### src/hw/rtl/bpc_pkg.sv
// Shared types, constants and helper functions for the button press classifier.
`timescale 1ns / 1ps
`default_nettype none

package bpc_pkg;

   localparam int COUNT_WIDTH = 16;
   localparam int CFG_WIDTH = 16;
   localparam int CMP_WIDTH = (COUNT_WIDTH > CFG_WIDTH) ? COUNT_WIDTH : CFG_WIDTH;
   localparam int NUM_BUTTONS = 3;
   localparam int NUM_VOL_KEYS = 2;
   localparam int PAIR_BUTTON = 2;
   localparam int CSR_INDEX_WIDTH = 2;

   localparam logic [CFG_WIDTH-1:0] DEBOUNCE_RESET = CFG_WIDTH'(50);
   localparam logic [CFG_WIDTH-1:0] SHORT_RESET = CFG_WIDTH'(500);
   localparam logic [CFG_WIDTH-1:0] REPEAT_RESET = CFG_WIDTH'(500);

   localparam logic [CSR_INDEX_WIDTH-1:0] REG_DEBOUNCE = CSR_INDEX_WIDTH'(0);
   localparam logic [CSR_INDEX_WIDTH-1:0] REG_SHORT = CSR_INDEX_WIDTH'(1);
   localparam logic [CSR_INDEX_WIDTH-1:0] REG_REPEAT = CSR_INDEX_WIDTH'(2);

   localparam logic [COUNT_WIDTH-1:0] COUNT_MAX = {COUNT_WIDTH{1'b1}};

   typedef logic [COUNT_WIDTH-1:0] count_type;
   typedef logic [CFG_WIDTH-1:0] cfg_word_type;

   typedef struct packed {
      cfg_word_type debounce_ticks;
      cfg_word_type short_press_ticks;
      cfg_word_type repeat_ticks;
   } cfg_type;

   typedef struct packed {
      logic vol_up_press;
      logic vol_down_press;
      logic pair_short;
      logic pair_long;
   } event_type;

   function automatic count_type sat_inc(input count_type v);
      return (v == COUNT_MAX) ? COUNT_MAX : v + COUNT_WIDTH'(1);
   endfunction

   function automatic logic [CMP_WIDTH-1:0] cnt_ext(input count_type v);
      return CMP_WIDTH'(v);
   endfunction

   function automatic logic [CMP_WIDTH-1:0] cfg_ext(input cfg_word_type v);
      return CMP_WIDTH'(v);
   endfunction

endpackage

`default_nettype wire

### src/hw/rtl/button_press_classifier.sv
// Top level of the button press classifier: input register, core and result register.
// Path: a beat passes the input register, then the result register that drives rsp_valid.
// Throughput: one tick beat per cycle unless stalled; the counters update in one pass.
// Backpressure: a stalled result holds the pipe; the input register still takes one beat.
// Reset: levels read as released, counters and repeat timers clear, registers take
// their default times (debounce 50, short press 500, repeat 500).
`timescale 1ns / 1ps
`default_nettype none

module button_press_classifier
   import bpc_pkg::*;
(
   input  wire logic                       clock,
   input  wire logic                       reset,
   input  wire logic                       req_valid,
   output logic                            req_stall,
   input  wire logic                       req_vol_up_level,
   input  wire logic                       req_vol_down_level,
   input  wire logic                       req_pair_level,
   output logic                            rsp_valid,
   input  wire logic                       rsp_stall,
   output logic                            rsp_vol_up_press,
   output logic                            rsp_vol_down_press,
   output logic                            rsp_pair_short,
   output logic                            rsp_pair_long,
   input  wire logic                       csr_valid,
   output logic                            csr_ready,
   input  wire logic [CSR_INDEX_WIDTH-1:0] csr_index,
   input  wire logic [CFG_WIDTH-1:0]       csr_wdata
);

   cfg_type                cfg;
   event_type              events;
   logic                   in_valid_ff;
   logic                   in_valid_in;
   logic [NUM_BUTTONS-1:0] in_levels_ff;
   logic                   rsp_valid_ff;
   logic                   rsp_valid_in;
   event_type              rsp_event_ff;
   logic                   advance;
   logic                   step;
   logic                   req_accept;

   assign advance = !rsp_valid_ff || !rsp_stall;
   assign step = in_valid_ff && advance;
   assign req_stall = in_valid_ff && !advance;
   assign req_accept = req_valid && !req_stall;

   always_comb begin
      in_valid_in = in_valid_ff;
      if (req_accept) begin
         in_valid_in = 1'b1;
      end else if (advance) begin
         in_valid_in = 1'b0;
      end
      rsp_valid_in = advance ? in_valid_ff : rsp_valid_ff;
   end

   always_ff @(posedge clock) begin
      if (reset) begin
         in_valid_ff <= 1'b0;
         rsp_valid_ff <= 1'b0;
      end else begin
         in_valid_ff <= in_valid_in;
         rsp_valid_ff <= rsp_valid_in;
      end
   end

   always_ff @(posedge clock) begin
      if (req_accept) begin
         in_levels_ff <= {req_pair_level, req_vol_down_level, req_vol_up_level};
      end
      if (step) begin
         rsp_event_ff <= events;
      end
   end

   bpc_csr u_csr (
      .clock     (clock),
      .reset     (reset),
      .csr_valid (csr_valid),
      .csr_ready (csr_ready),
      .csr_index (csr_index),
      .csr_wdata (csr_wdata),
      .cfg       (cfg)
   );

   bpc_core u_core (
      .clock  (clock),
      .reset  (reset),
      .step   (step),
      .levels (in_levels_ff),
      .cfg    (cfg),
      .events (events)
   );

   assign rsp_valid = rsp_valid_ff;
   assign rsp_vol_up_press = rsp_event_ff.vol_up_press;
   assign rsp_vol_down_press = rsp_event_ff.vol_down_press;
   assign rsp_pair_short = rsp_event_ff.pair_short;
   assign rsp_pair_long = rsp_event_ff.pair_long;

   // The pair button ends a press as either short or long, never both.
   a_pair_exclusive: assert property (@(posedge clock) disable iff (reset)
      rsp_valid |-> !(rsp_pair_short && rsp_pair_long))
      else $error("pair short and long press on the same beat");

   // An accepted beat always lands in the input register.
   a_accept_lands: assert property (@(posedge clock) disable iff (reset)
      req_accept |=> in_valid_ff)
      else $error("accepted beat lost at the input register");

   // A processed beat always produces a result on the next cycle.
   a_step_result: assert property (@(posedge clock) disable iff (reset)
      step |=> rsp_valid)
      else $error("processed beat produced no result");

endmodule

`default_nettype wire

### src/hw/rtl/bpc_csr.sv
// Configuration register file for the debounce, short-press and repeat times.
`timescale 1ns / 1ps
`default_nettype none

module bpc_csr
   import bpc_pkg::*;
(
   input  wire logic                       clock,
   input  wire logic                       reset,
   input  wire logic                       csr_valid,
   output logic                            csr_ready,
   input  wire logic [CSR_INDEX_WIDTH-1:0] csr_index,
   input  wire logic [CFG_WIDTH-1:0]       csr_wdata,
   output cfg_type                         cfg
);

   cfg_type cfg_ff;
   cfg_type cfg_in;

   assign csr_ready = 1'b1;
   assign cfg = cfg_ff;

   always_comb begin
      cfg_in = cfg_ff;
      if (csr_valid) begin
         unique case (csr_index)
            REG_DEBOUNCE: cfg_in.debounce_ticks = csr_wdata;
            REG_SHORT:    cfg_in.short_press_ticks = csr_wdata;
            REG_REPEAT:   cfg_in.repeat_ticks = csr_wdata;
            default:      cfg_in = cfg_ff;
         endcase
      end
   end

   always_ff @(posedge clock) begin
      if (reset) begin
         cfg_ff.debounce_ticks <= DEBOUNCE_RESET;
         cfg_ff.short_press_ticks <= SHORT_RESET;
         cfg_ff.repeat_ticks <= REPEAT_RESET;
      end else begin
         cfg_ff <= cfg_in;
      end
   end

endmodule

`default_nettype wire

### src/hw/rtl/bpc_core.sv
// Per-button hold counters, per volume key repeat counters and the press classification logic.
`timescale 1ns / 1ps
`default_nettype none

module bpc_core
   import bpc_pkg::*;
(
   input  wire logic                   clock,
   input  wire logic                   reset,
   input  wire logic                   step,
   input  wire logic [NUM_BUTTONS-1:0] levels,
   input  cfg_type                     cfg,
   output event_type                   events
);

   logic [NUM_BUTTONS-1:0]  last_levels_ff;
   count_type               hold_count_ff [NUM_BUTTONS];
   count_type               hold_count_in [NUM_BUTTONS];
   count_type               repeat_count_ff [NUM_VOL_KEYS];
   count_type               repeat_count_in [NUM_VOL_KEYS];
   logic [NUM_VOL_KEYS-1:0] repeat_active_ff;
   logic [NUM_VOL_KEYS-1:0] repeat_active_in;
   logic [NUM_BUTTONS-1:0]  short_ev;
   logic [NUM_VOL_KEYS-1:0] repeat_ev;
   logic                    long_ev;

   always_comb begin
      count_type held;
      count_type rcnt;
      logic      old_lvl;
      logic      new_lvl;
      rcnt = '0;
      short_ev = '0;
      long_ev = 1'b0;
      for (int i = 0; i < NUM_BUTTONS; i++) begin
         old_lvl = last_levels_ff[i];
         new_lvl = levels[i];
         held = old_lvl ? hold_count_ff[i] : sat_inc(hold_count_ff[i]);
         hold_count_in[i] = held;
         if (new_lvl != old_lvl) begin
            if (!new_lvl) begin
               hold_count_in[i] = '0;
            end else if (cnt_ext(held) >= cfg_ext(cfg.debounce_ticks)) begin
               if (cnt_ext(held) <= cfg_ext(cfg.short_press_ticks)) begin
                  short_ev[i] = 1'b1;
               end else if (i == PAIR_BUTTON) begin
                  long_ev = 1'b1;
               end
            end
         end
      end

      repeat_ev = '0;
      for (int j = 0; j < NUM_VOL_KEYS; j++) begin
         old_lvl = last_levels_ff[j];
         new_lvl = levels[j];
         repeat_active_in[j] = repeat_active_ff[j];
         repeat_count_in[j] = repeat_count_ff[j];
         if (new_lvl != old_lvl) begin
            repeat_active_in[j] = !new_lvl;
            repeat_count_in[j] = '0;
         end else if (!new_lvl && repeat_active_ff[j]) begin
            rcnt = sat_inc(repeat_count_ff[j]);
            if (cnt_ext(rcnt) >= cfg_ext(cfg.repeat_ticks)) begin
               repeat_ev[j] = 1'b1;
               rcnt = '0;
            end
            repeat_count_in[j] = rcnt;
         end
      end
   end

   assign events.vol_up_press = short_ev[0] | repeat_ev[0];
   assign events.vol_down_press = short_ev[1] | repeat_ev[1];
   assign events.pair_short = short_ev[PAIR_BUTTON];
   assign events.pair_long = long_ev;

   always_ff @(posedge clock) begin
      if (reset) begin
         last_levels_ff <= '1;
         repeat_active_ff <= '0;
         for (int i = 0; i < NUM_BUTTONS; i++) begin
            hold_count_ff[i] <= '0;
         end
         for (int j = 0; j < NUM_VOL_KEYS; j++) begin
            repeat_count_ff[j] <= '0;
         end
      end else if (step) begin
         last_levels_ff <= levels;
         repeat_active_ff <= repeat_active_in;
         for (int i = 0; i < NUM_BUTTONS; i++) begin
            hold_count_ff[i] <= hold_count_in[i];
         end
         for (int j = 0; j < NUM_VOL_KEYS; j++) begin
            repeat_count_ff[j] <= repeat_count_in[j];
         end
      end
   end

endmodule

`default_nettype wire
### config.mk
export PLATFORM = sky130hd
export DESIGN_NAME = button_press_classifier
export DESIGN_NICKNAME = d
export VERILOG_FILES = /design/src/hw/rtl/bpc_pkg.sv /design/src/hw/rtl/button_press_classifier.sv /design/src/hw/rtl/bpc_csr.sv /design/src/hw/rtl/bpc_core.sv
export SDC_FILE = /design/constraint.sdc
export NUM_CORES = 1
export LEC_CHECK = 0
export ABC_CLOCK_PERIOD_IN_PS = 3900
export BUFFER_PORTS_ARGS = -buffer_cell sky130_fd_sc_hd__buf_2
export CORE_ASPECT_RATIO = 1.25
export CORE_MARGIN = 2
export CORE_UTILIZATION = 35
export CTS_CLUSTER_SIZE = 30
export DETAILED_ROUTE_END_ITERATION = 10
export PLACE_DENSITY_LB_ADDON = 0.3
export SLEW_MARGIN = 20
export SYNTH_ARGS = -nofsm -noshare
export SYNTH_HDL_FRONTEND = slang
export SYNTH_SLANG_ARGS = --single-unit
### constraint.sdc
create_clock -name clock -period 3.9 [get_ports clock]
set_input_delay 0.39 -clock clock [delete_from_list [all_inputs] [get_ports clock]]
set_output_delay 0.39 -clock clock [all_outputs]
set_load 0.02 [all_outputs]
==> results.py <==
metrics = {
    "setup_path": {
        "worst-path-max-fanout": 9,
        "end_kind": "flip-flop",
        "worstSetupPathType": "reg2reg",
        "critPathLaunchType": "flip-flop",
        "worstPathRequired_ps": 4060,
        "arrival_ps": 3720,
        "regToRegSetupSlack_ps": 340,
    },
    "yosys": {
        "synth-seq-cells": 142,
        "syn_area_mm2": 0.00987,
        "yosysTopAreaCell": "edfxtp_1",
        "syn_inst": 1091,
        "synth-edff-count": 87,
        "synthTopCellsByArea": "edfxtp_1 (26%), ha_1 (17%), dfxtp_1 (11%)",
        "yosys-top-cells-count": "nand2_1 (173), ha_1 (133), a21oi_1 (130)",
        "syn-num-nets": 1250,
        "async_flop_share_pct": 0,
        "syn_area_per_cell_um2": 9.04,
        "synth_top_area_share_pct": 26.5,
        "yosys_warnings": 0,
        "yosysSeqAreaShare_pct": 37.6,
        "yosysMostFrequentCell": "nand2_1",
        "ys.flop_type": "edfxtp_1",
        "synth.distinct_cells": 67,
    },
    "floorplanning": {
        "dieArea_mm2": 0.0296,
        "initial_core_util_pct": 35.7,
        "core_mm2": 0.0277,
        "die_w_um": 154,
        "ios": 33,
        "row_count": 68,
        "die_y_um": 192,
    },
    "sta": {
        "fin_hold_ws_ps": 136,
        "fin_crit_sh_pct": 91.4,
        "fin_ws_ps": 337,
        "worst_slew_pin_slew_ps": 847,
        "final-max-slew-violation-count": 0,
        "rsz0062_at_grt": "no",
        "period_minus_slack_ps": 3560,
        "hold_viol_final": 0,
        "relSlewSlack_pct": 43.5,
        "setup_violations": 0,
        "fmax_mhz": 281,
        "skew_ps": 9.73,
        "fin_setup_tns_ps": 0,
    },
    "power_and_ir_drop": {
        "powerDensity_mw_per_mm2": 358,
        "p_leak_nw": 4.59,
        "peakVddDrop_mv": 0.243,
        "power_mw": 3.94,
    },
    "cells_and_area": {
        "n_fill_cell": 2757,
        "diodes": 0,
        "syn_to_final_growth_pct": 11.4,
        "nets": 1276,
        "drive_above_1_share_pct": 9.91,
    },
    "placed_design": {
        "portBuffers": 31,
        "hpwl_um": 19600,
        "pre_cts_ws_ps": 267,
        "place_congestion": 0.865,
    },
    "detailed_routing": {
        "ant_nets": 0,
        "routed_wl_um": 26100,
        "drc": 0,
        "num_vias": 7956,
        "wl_per_cell_um": 17.7,
        "initialDrtViolationCount": 562,
        "drt_first_pass_iters": 5,
        "viasPerCell": 5.38,
    },
    "global_route": {
        "grt_antenna_before_repair": 0,
        "grtUsageTotal_pct": 18.0,
        "grt.busiest_layer": "met2",
        "use_met2_pct": 31.6,
        "grt_pass1_wl_um": 41200,
        "grt-ovfl-total": 0,
        "grt_max_degree": 57,
        "grt_pass1_vias": 7731,
        "gr-usage-met3_pct": 2.93,
        "globalRouteMet1Util_pct": 22.6,
    },
    "run_status": {
        "status": "finished clean",
    },
    "worst_hold_path": {
        "hp-class": "in2reg",
    },
    "clock_tree": {
        "ctsHtreeMaxLevel": 4,
        "clockBufferDepth": 2,
        "clk_latency_ps": 430,
        "cts_resized": 0,
        "cts.clk_slew.worst_paths_ps": 70,
        "postCtsSetupRepairBufs": 0,
        "cts_tree": "yes",
        "hold_buffers": 0,
        "cts_inserted_buffers": 17,
        "clock-sinks": 142,
        "clockRootBuffer": "clkbuf_16",
    },
    "run": {
        "max_cap_violations": 0,
    },
}
==> kinds of logic after synthesis <==
| family | count (synthesis) | synth area share [%] |
|---|---|---|
| other cells | 1 | 0.0380 |
| flops | 142 | 37.6 |
| fa+ha+maj | 133 | 16.9 |
| mux | 5 | 0.558 |
| buf+inv | 100 | 4.07 |
| xor+xnor | 58 | 5.15 |
| compound gates | 250 | 15.7 |
| simple gates | 402 | 20.0 |
==> report_power, final <==
part / total, mW / switching (mW) / internal [mW]
Sequential: 1.74 / 0.0694 / 1.68
Combinational: 0.584 / 0.363 / 0.221
Clock: 1.61 / 0.704 / 0.906
Total: 3.94 / 1.14 / 2.80
==> cell usage in the layout (no fill, tap or decap), types with 4 or more instances in the layout <==
cell type and count:
a21oi_2 18, xnor2_1 24, inv_6 4, a211oi_1 7, nor4_1 4, and4_1 4
a211o_1 18, nor4bb_1 4, ha_1 133, nand2b_1 7, edfxtp_1 87, and3_1 14
nand3_1 46, and2_1 4, nor3_1 9, nand4_1 36, nor2b_1 17, buf_4 12
a31oi_1 4, a21oi_1 130, o21ai_0 22, nor2_1 56, nand2_1 173, nand3b_1 5
xor2_1 34, clkbuf_16 19, a21o_1 23, dfxtp_1 55, buf_2 31, inv_1 63
==> routing by layer <==
layer  wire, um  part of all wire (%)
met1      11500                    44
met3       1070                   4.1
met4        635                   2.4
met2      12900                    49
met5          0                     0
==> critical path, stage by stage (launching register included) <==
cell     delay, ps
dfxtp_1        410
inv_1          230
nand4_1        250
nor4_2         340
nand3_1        140
xor2_1         250
nand2_1        140
ha_1           330
nand4_1        170
nor4_1         510
a21oi_1        120
a22oi_1        260
o32ai_1        140
==> state kept, by name, indices dropped and copies added, names as in the netlist <==
register	cells
u_core.hold_count_ff	48
u_csr.cfg	48
u_core.repeat_count_ff	32
in_levels_ff	3
u_core.last_levels_ff	3
u_core.repeat_active_ff	2
in_valid_ff	1
rsp_pair_long	1
rsp_pair_short	1
rsp_valid	1
rsp_vol_down_press	1
rsp_vol_up_press	1
==> final timing paths <==
check                                         startpoint            endpoint  cells past startpoint
worst max-delay path            u_core.last_levels_ff[1]  rsp_vol_down_press                     12
worst min-delay path                    req_vol_up_level     in_levels_ff[0]                      1
worst max register to register  u_core.last_levels_ff[1]  rsp_vol_down_press                     12
worst min register to register             u_csr.cfg[12]       u_csr.cfg[12]                      2
==> metrics by stage <==
stage                     util, %  cell area (um2)  std cells
after floorplan                 -             9870       1091
after global placement       37.6            10400       1448
after detailed placement     37.6            10400       1448
after CTS                    39.7            11000       1480
after global routing         39.8            11000       1480
final                        39.8            11000       1480
==> cell type report <==
cell class	instances	area, um2	area share (%)
Timing Repair Buffer	43	245	2.23
Multi-Input combinational cell	849	5780	52.6
Clock buffer	20	479	4.36
Tap cell	350	438	3.98
Inverter	64	240	2.19
Clock inverter	12	97.6	0.888
Sequential cell	142	3710	33.8
Note: power is estimated with default switching activity, not from simulation.
